## src/rtl/core/thnl_pkg.sv

```systemverilog
`default_nettype none
package thnl_pkg;

  localparam int NUM_STREAMS   = 8;
  localparam int DEPTH         = 16;
  localparam int PAYLOAD_WIDTH = 32;

  localparam int TIME_W  = 63;
  localparam int WIN_W   = 32;
  localparam int SID_W   = 3;
  localparam int LIM_W   = 5;
  localparam int MASK_W  = 8;
  localparam int CFG_W   = 40;
  localparam int SLOTS   = NUM_STREAMS * DEPTH;
  localparam int SLOT_W  = (SLOTS > 1) ? $clog2(SLOTS) : 1;
  localparam int IDX_W   = (DEPTH > 1) ? $clog2(DEPTH) : 1;
  localparam int CNT_W   = $clog2(DEPTH + 1);
  localparam int SIDX_W  = (NUM_STREAMS > 1) ? $clog2(NUM_STREAMS) : 1;

  localparam logic [1:0] REQ_INSERT = 2'd0;
  localparam logic [1:0] REQ_QUERY  = 2'd1;
  localparam logic [1:0] REQ_CLEAR  = 2'd2;

  localparam logic [1:0] MODE_EXACT   = 2'd0;
  localparam logic [1:0] MODE_WINDOW  = 2'd1;
  localparam logic [1:0] MODE_CLOSEST = 2'd2;
  localparam logic [1:0] MODE_UNSUPP  = 2'd3;

  localparam logic [1:0] ST_OK    = 2'd0;
  localparam logic [1:0] ST_ERR   = 2'd1;
  localparam logic [1:0] ST_INVAL = 2'd2;

  localparam logic CFG_ENABLE = 1'b0;
  localparam logic CFG_LIMITS = 1'b1;

  typedef struct packed {
    logic       load_req;
    logic       scan_start;
    logic       ins_write;
    logic       evict;
    logic       clear;
    logic       set_code;
    logic       set_best;
    logic       load_out;
    logic [1:0] code;
  } thnl_cmd_t;

  typedef struct packed {
    logic [1:0] req_type;
    logic [1:0] query_mode;
    logic       configured;
    logic       live_any;
    logic       scan_done;
    logic       over_limit;
    logic       old_found;
  } thnl_stat_t;

endpackage
`default_nettype wire

```

## src/rtl/core/thnl_ctrl.sv

```systemverilog
`default_nettype none
module thnl_ctrl import thnl_pkg::*; (
  input  wire logic       clk,
  input  wire logic       rst,
  input  wire logic       in_valid,
  output logic            in_ready,
  output logic            out_valid,
  input  wire logic       out_ready,
  input  wire thnl_stat_t stat,
  output thnl_cmd_t       cmd
);

  typedef enum logic [7:0] {
    S_IDLE   = 8'b0000_0001,
    S_DECIDE = 8'b0000_0010,
    S_SCAN   = 8'b0000_0100,
    S_WRITE  = 8'b0000_1000,
    S_EVCHK  = 8'b0001_0000,
    S_EVSCAN = 8'b0010_0000,
    S_EVICT  = 8'b0100_0000,
    S_RESP   = 8'b1000_0000
  } state_t;

  state_t state, state_next;
  logic   out_free;

  assign in_ready = (state == S_IDLE);
  assign out_free = !out_valid || out_ready;

  always_comb begin
    state_next = state;
    cmd        = '0;
    case (state)
      S_IDLE: begin
        if (in_valid) begin
          cmd.load_req = 1'b1;
          state_next   = S_DECIDE;
        end
      end
      S_DECIDE: begin
        state_next   = S_RESP;
        cmd.set_code = 1'b1;
        case (stat.req_type)
          REQ_INSERT: begin
            if (!stat.live_any) begin
              cmd.code = ST_ERR;
            end else if (!stat.configured) begin
              cmd.code = ST_INVAL;
            end else begin
              cmd.set_code   = 1'b0;
              cmd.scan_start = 1'b1;
              state_next     = S_SCAN;
            end
          end
          REQ_QUERY: begin
            if (!stat.configured) begin
              cmd.code = ST_ERR;
            end else if (stat.query_mode == MODE_UNSUPP) begin
              cmd.code = ST_INVAL;
            end else begin
              cmd.set_code   = 1'b0;
              cmd.scan_start = 1'b1;
              state_next     = S_SCAN;
            end
          end
          REQ_CLEAR: begin
            cmd.clear = 1'b1;
            cmd.code  = ST_OK;
          end
          default: cmd.code = ST_INVAL;
        endcase
      end
      S_SCAN: begin
        if (stat.scan_done) begin
          if (stat.req_type == REQ_INSERT) begin
            state_next = S_WRITE;
          end else begin
            cmd.set_best = 1'b1;
            state_next   = S_RESP;
          end
        end
      end
      S_WRITE: begin
        cmd.ins_write = 1'b1;
        state_next    = S_EVCHK;
      end
      S_EVCHK: begin
        if (stat.over_limit) begin
          cmd.scan_start = 1'b1;
          state_next     = S_EVSCAN;
        end else begin
          cmd.set_code = 1'b1;
          cmd.code     = ST_OK;
          state_next   = S_RESP;
        end
      end
      S_EVSCAN: begin
        if (stat.scan_done) state_next = S_EVICT;
      end
      S_EVICT: begin
        if (stat.old_found) begin
          cmd.evict  = 1'b1;
          state_next = S_EVCHK;
        end else begin
          cmd.set_code = 1'b1;
          cmd.code     = ST_OK;
          state_next   = S_RESP;
        end
      end
      S_RESP: begin
        if (out_free) begin
          cmd.load_out = 1'b1;
          state_next   = S_IDLE;
        end
      end
      default: state_next = S_IDLE;
    endcase
  end

  always_ff @(posedge clk) begin
    if (rst) begin
      state     <= S_IDLE;
      out_valid <= 1'b0;
    end else begin
      state <= state_next;
      if (cmd.load_out) out_valid <= 1'b1;
      else if (out_ready) out_valid <= 1'b0;
    end
  end

endmodule
`default_nettype wire

```

## config.mk

```make
export PLATFORM = sky130hd
export DESIGN_NAME = thnl_ctrl
export DESIGN_NICKNAME = d
export VERILOG_FILES = /design/src/rtl/core/thnl_pkg.sv /design/src/rtl/core/thnl_ctrl.sv
export SDC_FILE = /design/constraint.sdc
export NUM_CORES = 1
export LEC_CHECK = 0
export BUFFER_PORTS_ARGS = -buffer_cell sky130_fd_sc_hd__buf_2
export CORE_AREA = 2 2 43 45
export CTS_BUF_LIST = sky130_fd_sc_hd__clkbuf_2
export DETAILED_ROUTE_END_ITERATION = 6
export DIE_AREA = 0 0 45 47
export PLACE_DENSITY = 0.68
export SLEW_MARGIN = 10
export SYNTH_ARGS = -nofsm -noshare
export SYNTH_HDL_FRONTEND = slang
export SYNTH_SLANG_ARGS = --single-unit
export TNS_END_PERCENT = 5
```

## constraint.sdc

```tcl
create_clock -name clk -period 1.7 [get_ports clk]
set_clock_uncertainty 0.2 [all_clocks]
set_input_delay 0.085 -clock clk [delete_from_list [all_inputs] [get_ports clk]]
set_output_delay 0.085 -clock clk [all_outputs]
set_load 0.01 [all_outputs]
```

* After elaboration in Yosys (flattened, before gate mapping)
Cells that the tools add are included.
Cells by class: muxes and demuxes 48, equality and inequality tests 15, reductions and logical operators 5
Operators by type and width (number):
- $mux W8 | 11
- $pmux W8 S8 | 1
- $mux W1 | 25
- $pmux W8 S2 | 1
- $mux W2 | 5
- $eq A8 B1 Y1 const B | 1
- $eq A8 B2 Y1 const B | 1
- $eq A8 B3 Y1 const B | 1
- $eq A8 B4 Y1 const B | 1
- $eq A8 B5 Y1 const B | 1
- $eq A8 B6 Y1 const B | 1
- $eq A8 B7 Y1 const B | 1
- $eq A8 B8 Y1 const B | 1
- $ne A2 B2 Y1 const B | 4
- $pmux W1 S2 | 3
- $pmux W2 S3 | 1
- $eq A2 B2 Y1 const B | 2
- $reduce_and A4 Y1 | 1
- $pmux W1 S3 | 1
- $eq A2 B1 Y1 const B | 1
- $logic_not A2 Y1 | 1
- $reduce_bool A2 Y1 | 1
- $logic_not A1 Y1 | 1
- $logic_or A1 B1 Y1 | 1
Storage, ports and cells: register bits after elaboration 9, output and inout port bits 12, word-level logic and storage cells 70, input bits 13

* Logic depth before layout (Yosys ltp)
Gate-level depths: netlist of run 1.
word-level depth 5, depth in mapped cells 6, gate-level depth less buffers 5

* Worst setup path after synthesis of run 1
No wires, ideal clock.
path kind reg-to-output, start reg state[2], end out cmd[0] (netlist name), data required time 1.415 ns, data arrival time 1.550 ns, stages on the path, launching flop included 4, setup slack -0.135 ns, buffers on the path 0, cell sequence dfxtp_1 > nor4_4 > nand4b_1 > a2111oi_2
RTL lines:
- from (decl) | RTL line thnl_ctrl.sv:24 | state_t state, state_next;
- from (signal assigned) | RTL line thnl_ctrl.sv:125 | state <= state_next;
- to (decl) | RTL line thnl_ctrl.sv:10 | output thnl_cmd_t cmd

==> impl_metrics.toml, run 1 <==
[route]
postRouteAntennaNets = 0
wl_met3_um = 93
top_layer = "met4"
dr.first_iter.drc_count = 17
via_per_inst = 5.53
vias = 852
wl_met1_um = 904
dr.pass1.iters = 4
wl_met2_mm = 1.07
wl_per_cell_um = 13.6
drt-total-wl_mm = 2.10
drc = 0

[clock_tree]
cts.sinks = 9
cts_tree = "yes"
cts_buffer_depth = 2
path_clk_slew_ns = 0.10
root_buffer = "clkbuf_2"
cts_made_buffers = 3
htree_num_levels = 1
clkLatencyLatePin_ns = 0.26

[sta]
setup_viol = 16
min_period_ns = 1.96
rsz0062_at_grt = "yes"
finalMaxSlewViolations = 0
setup_slack_ns = -0.264
worstMarginPinSlew_ns = 0.515
relSlewSlack_pct = 65.2
fin_crit_sh_pct = 116
hold_viol_final = 0
fmax_mhz = 509

[cells_and_area]
drive_gt1_share_pct = 52.6
antennaDiodeCount = 0
areaGrowthSynthToFinish_pct = 68.0
fin_util_pct = 70.0
layout.nets = 151
layout.cells.non_filler = 154

[logic_synthesis]
synth_cell_types = 36
netlist_top_cells_count = "nor2_1 (10), dfxtp_1 (9), nand3_1 (8), a21oi_1 (4), inv_1 (4)"
yosysSeqAreaShare_pct = 26.2
synthFlopType = "dfxtp_1"
syn_inst = 82
synth_edf_count = 0
post-synth-top-area-cell = "dfxtp_1"
synthArstFlopShare_pct = 0
yosys_warnings = 0
syn-num-nets = 95
yosys.cell_count.top_type = "nor2_1"
synth_area_sq_um = 688
yosys_register_bits = 9
avgSynthCellArea_sq_um = 8.39
synthTopCellsByArea = "dfxtp_1 (26%), nor4_4 (6.2%), nand3_1 (5.8%)"
synth_top_area_share_pct = 26.2

[die]
ios = 25
die_w_um = 45
initial_utilization_pct = 41.7
std_cell_rows = 15
die_y_um = 47
core_region_area_sq_um = 1650
dieArea_sq_um = 2120

[global_route]
grt_pass1_vias = 828
grt_max_degree = 8
grt_pass1_wl_mm = 3.39
grt.total_usage_pct = 22.4
overflow = 0
antenna_found_initial = 0

[hold_path]
hold_class = "in -> reg"

[status]
run_status = "complete, but fails checks"
failed_checks = "setup timing"

[place]
io_buffers = 24
dpl.hpwl_mm = 1.52
dp.cells = 143
place.gp.congestion = 0.891

[setup_path]
worstPathRequired_ns = 1.41
cp-start-kind = "flip-flop"
critPathKind = "reg -> out"
cp_max_fo = 5
worstPathArrival_ns = 1.68
ff2ff_setup_slack_ns = -0.15
cp-end-kind = "output port"

[power]
peakVddDrop_v = 0.000448
power-per-cell-area_nw_per_um2 = 831
power_leakage_nw = 0.552

[run]
max_cap_viol_count = 0
-- timing repair --
item                       4_1_cts  5_1_grt
buffers inserted                 3        0
hold endpoints to repair         6        0
hold buffers                     4        0
gates resized for setup         12        1
pin swaps                        6        1
setup endpoints to repair       15       17
-- cells by family (layout without fill, tap and decap cells) --
kind of cell,count (synthesis),count (layout),share of synthesized area (%)
AO/OA/AOI/OAI,15,15,16.2
XOR/XNOR,3,3,3.82
buffers and inverters,5,60,2.91
flip-flops,9,9,26.2
AND/OR/NAND/NOR,50,50,50.9
-- area by class of cell --
class / instances / area (sq um)
Multi-Input combinational cell: 68 / 539
Fill cell: 148 / 495
Timing Repair Buffer: 52 / 374
Sequential cell: 9 / 186
Tap cell: 17 / 21.3
Clock buffer: 4 / 20.0
Inverter: 4 / 15.0
-- stage by stage --
| step | setup slack (ns) | TNS, ns | instance area (sq um) | total power, mW | hold WS [ns] |
|---|---|---|---|---|---|
| 2_1_floorplan | -0.0321 | -0.159 | 721 | 0.527 | -0.0556 |
| 3_3_place_gp | -0.0113 | -0.0115 | 1010 | 0.754 | 0.158 |
| 4_1_cts | -0.280 | -2.65 | 1150 | 0.962 | 0.0265 |
| 6_report | -0.264 | -2.49 | 1160 | 0.960 | 0.0311 |
| 3_5_place_dp | -0.0437 | -0.0773 | 1010 | 0.763 | 0.158 |
| 5_1_grt | -0.380 | -3.96 | 1160 | 1.02 | 0.0447 |
-- flip-flops by register name (all words and copies together), names as in the netlist --
name	cells
state	8
out_valid	1
-- cells in the final DEF, fill, tap and decap left out, types with 2 or more instances in the layout --
master / n
nand2_1: 2
inv_1: 4
xor2_1: 3
dfxtp_1: 6
nand3_1: 8
nor4b_1: 2
nor4_4: 2
clkbuf_2: 4
nand4_1: 2
o21ai_0: 2
a21oi_1: 4
nor2_1: 9
nor2b_1: 3
nand4b_1: 3
buf_4: 20
dlygate4sd3_1: 4
dfxtp_2: 2
buf_2: 21
nor3_1: 3
buf_6: 7
-- critical path, cell delays in order (launching register included) --
cell      delay, ns
dfxtp_2        0.35
nor4_4         0.27
buf_4          0.17
nand4b_1       0.12
buf_6          0.16
nor2_2         0.11
or2_2          0.12
buf_2          0.12
-- path summary, 6_finish.rpt --
| check | from | endpoint | depth (start not counted) |
|---|---|---|---|
| setup / recovery | state[3] | cmd[4] | 7 |
| hold / removal | stat[8] | state[3] | 4 |
| setup reg to reg | state[2] | state[0] | 7 |
| hold reg to reg | state[5] | state[5] | 3 |
-- routing by layer --
metal  up-vias  global-route usage [%]
met5         -                       0
met1       408                    25.9
met4         0                    10.0
li1        419                       -
met3         4                    5.00
met2        21                    39.7
-- power by group --
part           switching [mW]  total, mW  internal (mW)
Sequential             0.0265      0.258          0.231
Combinational           0.244      0.558          0.314
Clock                  0.0816      0.144         0.0625
No activity file was read; power rests on OpenSTA's default activity.
==> run 2, diff against run 1 <==
--- a/config.mk
+++ b/config.mk
@@ -6,12 +6,12 @@
 export NUM_CORES = 1
 export LEC_CHECK = 0
 export BUFFER_PORTS_ARGS = -buffer_cell sky130_fd_sc_hd__buf_2
+export CAP_MARGIN = 20
 export CORE_AREA = 2 2 43 45
-export CTS_BUF_LIST = sky130_fd_sc_hd__clkbuf_2
+export CTS_BUF_LIST = sky130_fd_sc_hd__clkbuf_2 sky130_fd_sc_hd__clkbuf_4 sky130_fd_sc_hd__clkbuf_8
 export DETAILED_ROUTE_END_ITERATION = 6
 export DIE_AREA = 0 0 45 47
 export PLACE_DENSITY = 0.68
-export SLEW_MARGIN = 10
 export SYNTH_ARGS = -nofsm -noshare
 export SYNTH_HDL_FRONTEND = slang
 export SYNTH_SLANG_ARGS = --single-unit
==> run 2 against run 1 <==
The run still ends with setup timing left; final area increased by 0.87%; global-route usage shrank 1.1 points; flip-flop and latch count did not move; non-clock buffer count did not move; routed wire length shrank 3.3%; critical path depth is the same; largest cell class unchanged.
==> impl_metrics.toml, run 2 (same netlist as run 1, synthesis figures left out) <==
[hold_path]
min_path_cells = 4
hold_class = "in -> reg"

[clock_tree]
cts_buffer_depth = 2
cts.sinks = 9
path_clk_slew_ns = 0.07
root_buffer = "clkbuf_4"
clkLatencyLatePin_ns = 0.27
htree_num_levels = 1
cts_tree = "yes"
cts_made_buffers = 3

[setup_path]
cp-start-kind = "flip-flop"
critPathMaxStageDelay_ns = 0.34
crit_buf_inv = 3
crit_cells = 7
path_cells = "nor4_4, buf_4, nand4b_1, buf_6, nor2_2, or2_2, buf_2"
critPathTopFamily = "simple AND/OR/NAND/NOR gates"
worstPathRequired_ns = 1.41
worstPathArrival_ns = 1.68
cp_max_fo = 5
critPathKind = "reg -> out"
cp-end-kind = "output port"
slowest_stage = "dfxtp_2"
r2r_cells = 7

[cells_and_area]
mostFrequentLayoutCells = "buf_2 (21), buf_4 (20), nor2_1 (9)"
largestRegisters = "state x8, out_valid x1"
regMostFlops = "state"
areaGrowthSynthToFinish_pct = 69.5
antennaDiodeCount = 0
layout.nets = 151
num-fill-cells = 143
largest_reg_flops = 8
final_common_cell = "buf_2"
drive_gt1_share_pct = 52.6
fin_util_pct = 70.6

[run]
max_cap_viol_count = 0

[sta]
relSlewSlack_pct = 65.8
min_period_ns = 1.97
setup_slack_ns = -0.269
worstMarginPinSlew_ns = 0.506
whs_ns = 0.0259
rsz0062_at_grt = "yes"
hold_viol_final = 0
fin_crit_sh_pct = 116
finalSetupTns_ns = -2.42
fmax_mhz = 508
finalMaxSlewViolations = 0
setup_viol = 16

[power]
fin_total_pwr_uw = 998
internal_power_uw = 652
switching_power_uw = 346
clkPwrFrac_pct = 18.8
peakVddDrop_v = 0.000666
swShare_pct = 34.7
pwr-share-comb_pct = 55.4
power-per-cell-area_nw_per_um2 = 856
power_leakage_nw = 0.553
seqPwrFrac_pct = 25.8

[route]
drc = 0
drt-total-wl_mm = 2.03
postRouteAntennaNets = 0
via_per_inst = 5.39
dr.pass1.iters = 4
vias = 830
dr.first_iter.drc_count = 18
wl_per_cell_um = 13.2

[place]
pre_cts_ws_ns = -0.0437
io_buffers = 24
place.gp.congestion = 0.891
dpl.hpwl_mm = 1.52

[die]
initial_utilization_pct = 41.7
ios = 25
die_w_um = 45
std_cell_rows = 15
core_region_area_sq_um = 1650
dieArea_sq_um = 2120
die_y_um = 47

[status]
failed_checks = "setup timing"
run_status = "complete, but fails checks"

[global_route]
antenna_found_initial = 0
grt.total_usage_pct = 21.3
grt_pass1_vias = 811
grt_pass1_wl_mm = 3.29
overflow = 0
grt_max_degree = 8
[run 2: routing by layer]
layer / GRT usage (%) / wire length (um) / up-vias
met1: 26.2 / 919 / 390
met3: 3.85 / 89 / 2
met4: 8.82 / 13 / 0
li1: - / - / 418
met5: 0 / 0 / -
met2: 36.9 / 1000 / 20
[run 2: timing repair]
| action | in CTS | in global routing |
|---|---|---|
| gates cloned | 0 | 0 |
| buffers inserted | 3 | 0 |
| gates resized for setup | 12 | 1 |
| setup endpoints to repair | 13 | 17 |
| hold buffers | 4 | 0 |
| pin swaps | 5 | 1 |
| hold endpoints to repair | 6 | 0 |
[run 2: through the flow]
step / area (sq um) / instances
floorplan: 721 / 82
global placement: 1010 / 143
detailed placement: 1010 / 143
CTS: 1160 / 154
global route: 1170 / 154
finish: 1170 / 154
[run 2: area by class of cell]
class                      instances  area (sq um)  area share [%]
sequential                         9           186            16.0
clock buffer                       4          30.0            2.58
multi-input combinational         68           539            46.2
timing repair buffer              52           374            32.1
inverter                           4          15.0            1.29
tap                               17          21.3            1.82
[run 2: final timing paths]
check            from        to  slack [ns]
max          state[3]    cmd[4]       -0.27
min           stat[8]  state[3]        0.03
max reg2reg  state[2]  state[0]       -0.13
min reg2reg  state[5]  state[5]        0.45
[run 2: worst reg2reg max path: cells and delay by family (launching register included)]
| family | cells | cell delay (ns) |
|---|---|---|
| compound gates | 3 | 0.60 |
| flops | 1 | 0.44 |
| buf+inv | 2 | 0.29 |
| simple gates | 2 | 0.19 |
[run 2: power by group through the flow]
stage / registers [mW] / clock network [mW] / logic, mW
after global routing: 0.260 / 0.203 / 0.599
after CTS: 0.258 / 0.190 / 0.550
after detailed placement: 0.263 / 0 / 0.500
after floorplan: 0.258 / 0 / 0.269
after global placement: 0.261 / 0 / 0.492
final: 0.258 / 0.188 / 0.553
==> run 3, diff against run 2 <==
--- a/config.mk
+++ b/config.mk
@@ -7,11 +7,14 @@
 export LEC_CHECK = 0
 export BUFFER_PORTS_ARGS = -buffer_cell sky130_fd_sc_hd__buf_2
 export CAP_MARGIN = 20
-export CORE_AREA = 2 2 43 45
+export CELL_PAD_IN_SITES_DETAIL_PLACEMENT = 1
+export CELL_PAD_IN_SITES_GLOBAL_PLACEMENT = 2
+export CORE_AREA = 2 2 56 58
 export CTS_BUF_LIST = sky130_fd_sc_hd__clkbuf_2 sky130_fd_sc_hd__clkbuf_4 sky130_fd_sc_hd__clkbuf_8
 export DETAILED_ROUTE_END_ITERATION = 6
-export DIE_AREA = 0 0 45 47
-export PLACE_DENSITY = 0.68
+export DIE_AREA = 0 0 58 60
+export GPL_ROUTABILITY_DRIVEN = 0
+export PLACE_DENSITY = 0.69
 export SYNTH_ARGS = -nofsm -noshare
 export SYNTH_HDL_FRONTEND = slang
 export SYNTH_SLANG_ARGS = --single-unit
==> run 3 against run 2 <==
The run still ends with setup timing left; non-clock buffer count up 2; power grew 9.4%; core utilization shrank 28 points; fmax down 1.5%; global-route usage shrank 5.9 points; flip-flop and latch count unchanged.
==> impl_metrics.toml, run 3 (same netlist as run 1, synthesis figures left out) <==
[route]
dr.pass1.iters = 4
vias = 857
dr.first_iter.drc_count = 16
drc = 0
via_per_inst = 4.98
wl_per_cell_um = 14.4
postRouteAntennaNets = 0
drt-total-wl_mm = 2.47

[power]
power_leakage_nw = 0.571
fin_total_pwr_mw = 1.09
power-per-cell-area_nw_per_um2 = 883
peakVddDrop_v = 0.000358

[cells_and_area]
drive_gt1_share_pct = 58.3
antennaDiodeCount = 0
layout.cells.non_filler = 172
largestRegisters = "state x8, out_valid x1"
seq_area_sq_um = 190
largest_reg_flops = 8
final_cell_area_sq_um = 1240
num-fill-cells = 346
mostFrequentLayoutCells = "buf_2 (21), buf_4 (21), nor2_1 (9)"
multi_input_area_sq_um = 556
areaGrowthSynthToFinish_pct = 79.6
fin_util_pct = 42.6
layout.nets = 153
regMostFlops = "state"

[global_route]
grt.total_usage_pct = 15.4
grt_pass1_vias = 864
overflow = 0
grt_pass1_wl_mm = 4.08
antenna_found_initial = 0
grt_max_degree = 8

[sta]
rsz0062_at_grt = "yes"
fin_crit_sh_pct = 118
hold_viol_final = 0
whs_ns = 0.0248
worstMarginPinSlew_ns = 0.398
finalMaxSlewViolations = 0
finalSetupTns_ns = -2.89
min_period_ns = 2.00
setup_slack_ns = -0.299
relSlewSlack_pct = 73.1
setup_viol = 17
fmax_mhz = 500

[clock_tree]
cts_buffer_depth = 2
cts_made_buffers = 3
root_buffer = "clkbuf_4"
cts_tree = "yes"
htree_num_levels = 1
cts.sinks = 9
path_clk_slew_ns = 0.07
clkLatencyLatePin_ns = 0.27

[place]
pre_cts_ws_ns = -0.0476
placed_cell_area_sq_um = 1040
io_buffers = 24
dpl.hpwl_mm = 1.95
dp.cells = 160

[die]
ios = 25
dieArea_sq_um = 3480
std_cell_rows = 20
core_region_area_sq_um = 2900
die_w_um = 58
initial_utilization_pct = 23.7
die_y_um = 60

[setup_path]
critPathKind = "reg -> out"
path_cells = "nor4_4, buf_4, nand4b_1, buf_6, a2111oi_4, buf_2"
worstPathArrival_ns = 1.71
cp-start-kind = "flip-flop"
cp_max_fo = 5
worstPathRequired_ns = 1.41
ff2ff_setup_slack_ns = -0.17
slowest_stage = "dfxtp_4"
cp-end-kind = "output port"
critPathMaxStageDelay_ns = 0.35

[run]
max_cap_viol_count = 0

[hold_path]
hold_class = "in -> reg"

[status]
run_status = "complete, but fails checks"
failed_checks = "setup timing"
-- run 3: cell count changes in the layout (fill, tap and decap cells not counted), sizes merged --
cell	before	now
buf	48	50
-- run 3: worst max-delay path: cells and delay by family (launching register included) --
family                 cells  cell delay (ns)
buffers and inverters      3             0.53
and+or+nand+nor            2             0.39
DFF                        1             0.35
AOI/OAI and AO/OA          1             0.17
-- run 3: where the power goes --
part	switching, mW	leakage [nW]	total, mW	internal (mW)
clock network	0.0873	0.0184	0.194	0.107
logic	0.272	0.477	0.628	0.356
registers	0.0335	0.0754	0.269	0.236
-- run 3: final cells by class --
cell class / instances / share of cell area (%)
Sequential cell: 9 / 15.4
Tap cell: 33 / 3.34
Timing Repair Buffer: 54 / 32.5
Multi-Input combinational cell: 68 / 44.9
Inverter: 4 / 1.42
Clock buffer: 4 / 2.43
-- run 3: routing by layer --
metal  up-vias  share of wire [%]  routed length [um]  global-route usage [%]
li1        423                  -                   -                       -
met1       405                 43                1070                    18.1
met2        24                 51                1260                    28.7
met3         5                3.9                  96                    1.52
met4         0                1.6                  40                    5.98
met5         -                  0                   0                       0
-- run 3: final timing paths --
path	start	end	cells after the start
hold / removal	stat[0]	state[4]	3
setup / recovery	state[5]	cmd[0]	6
setup reg to reg	state[3]	state[0]	8
hold reg to reg	state[2]	state[6]	3
-- run 3: timing repair --
item	CTS	global route
gates resized for setup	17	4
pin swaps	6	4
hold endpoints to repair	6	0
setup buffers	4	0
endpoints found under the setup margin	17	17
hold buffers	4	0
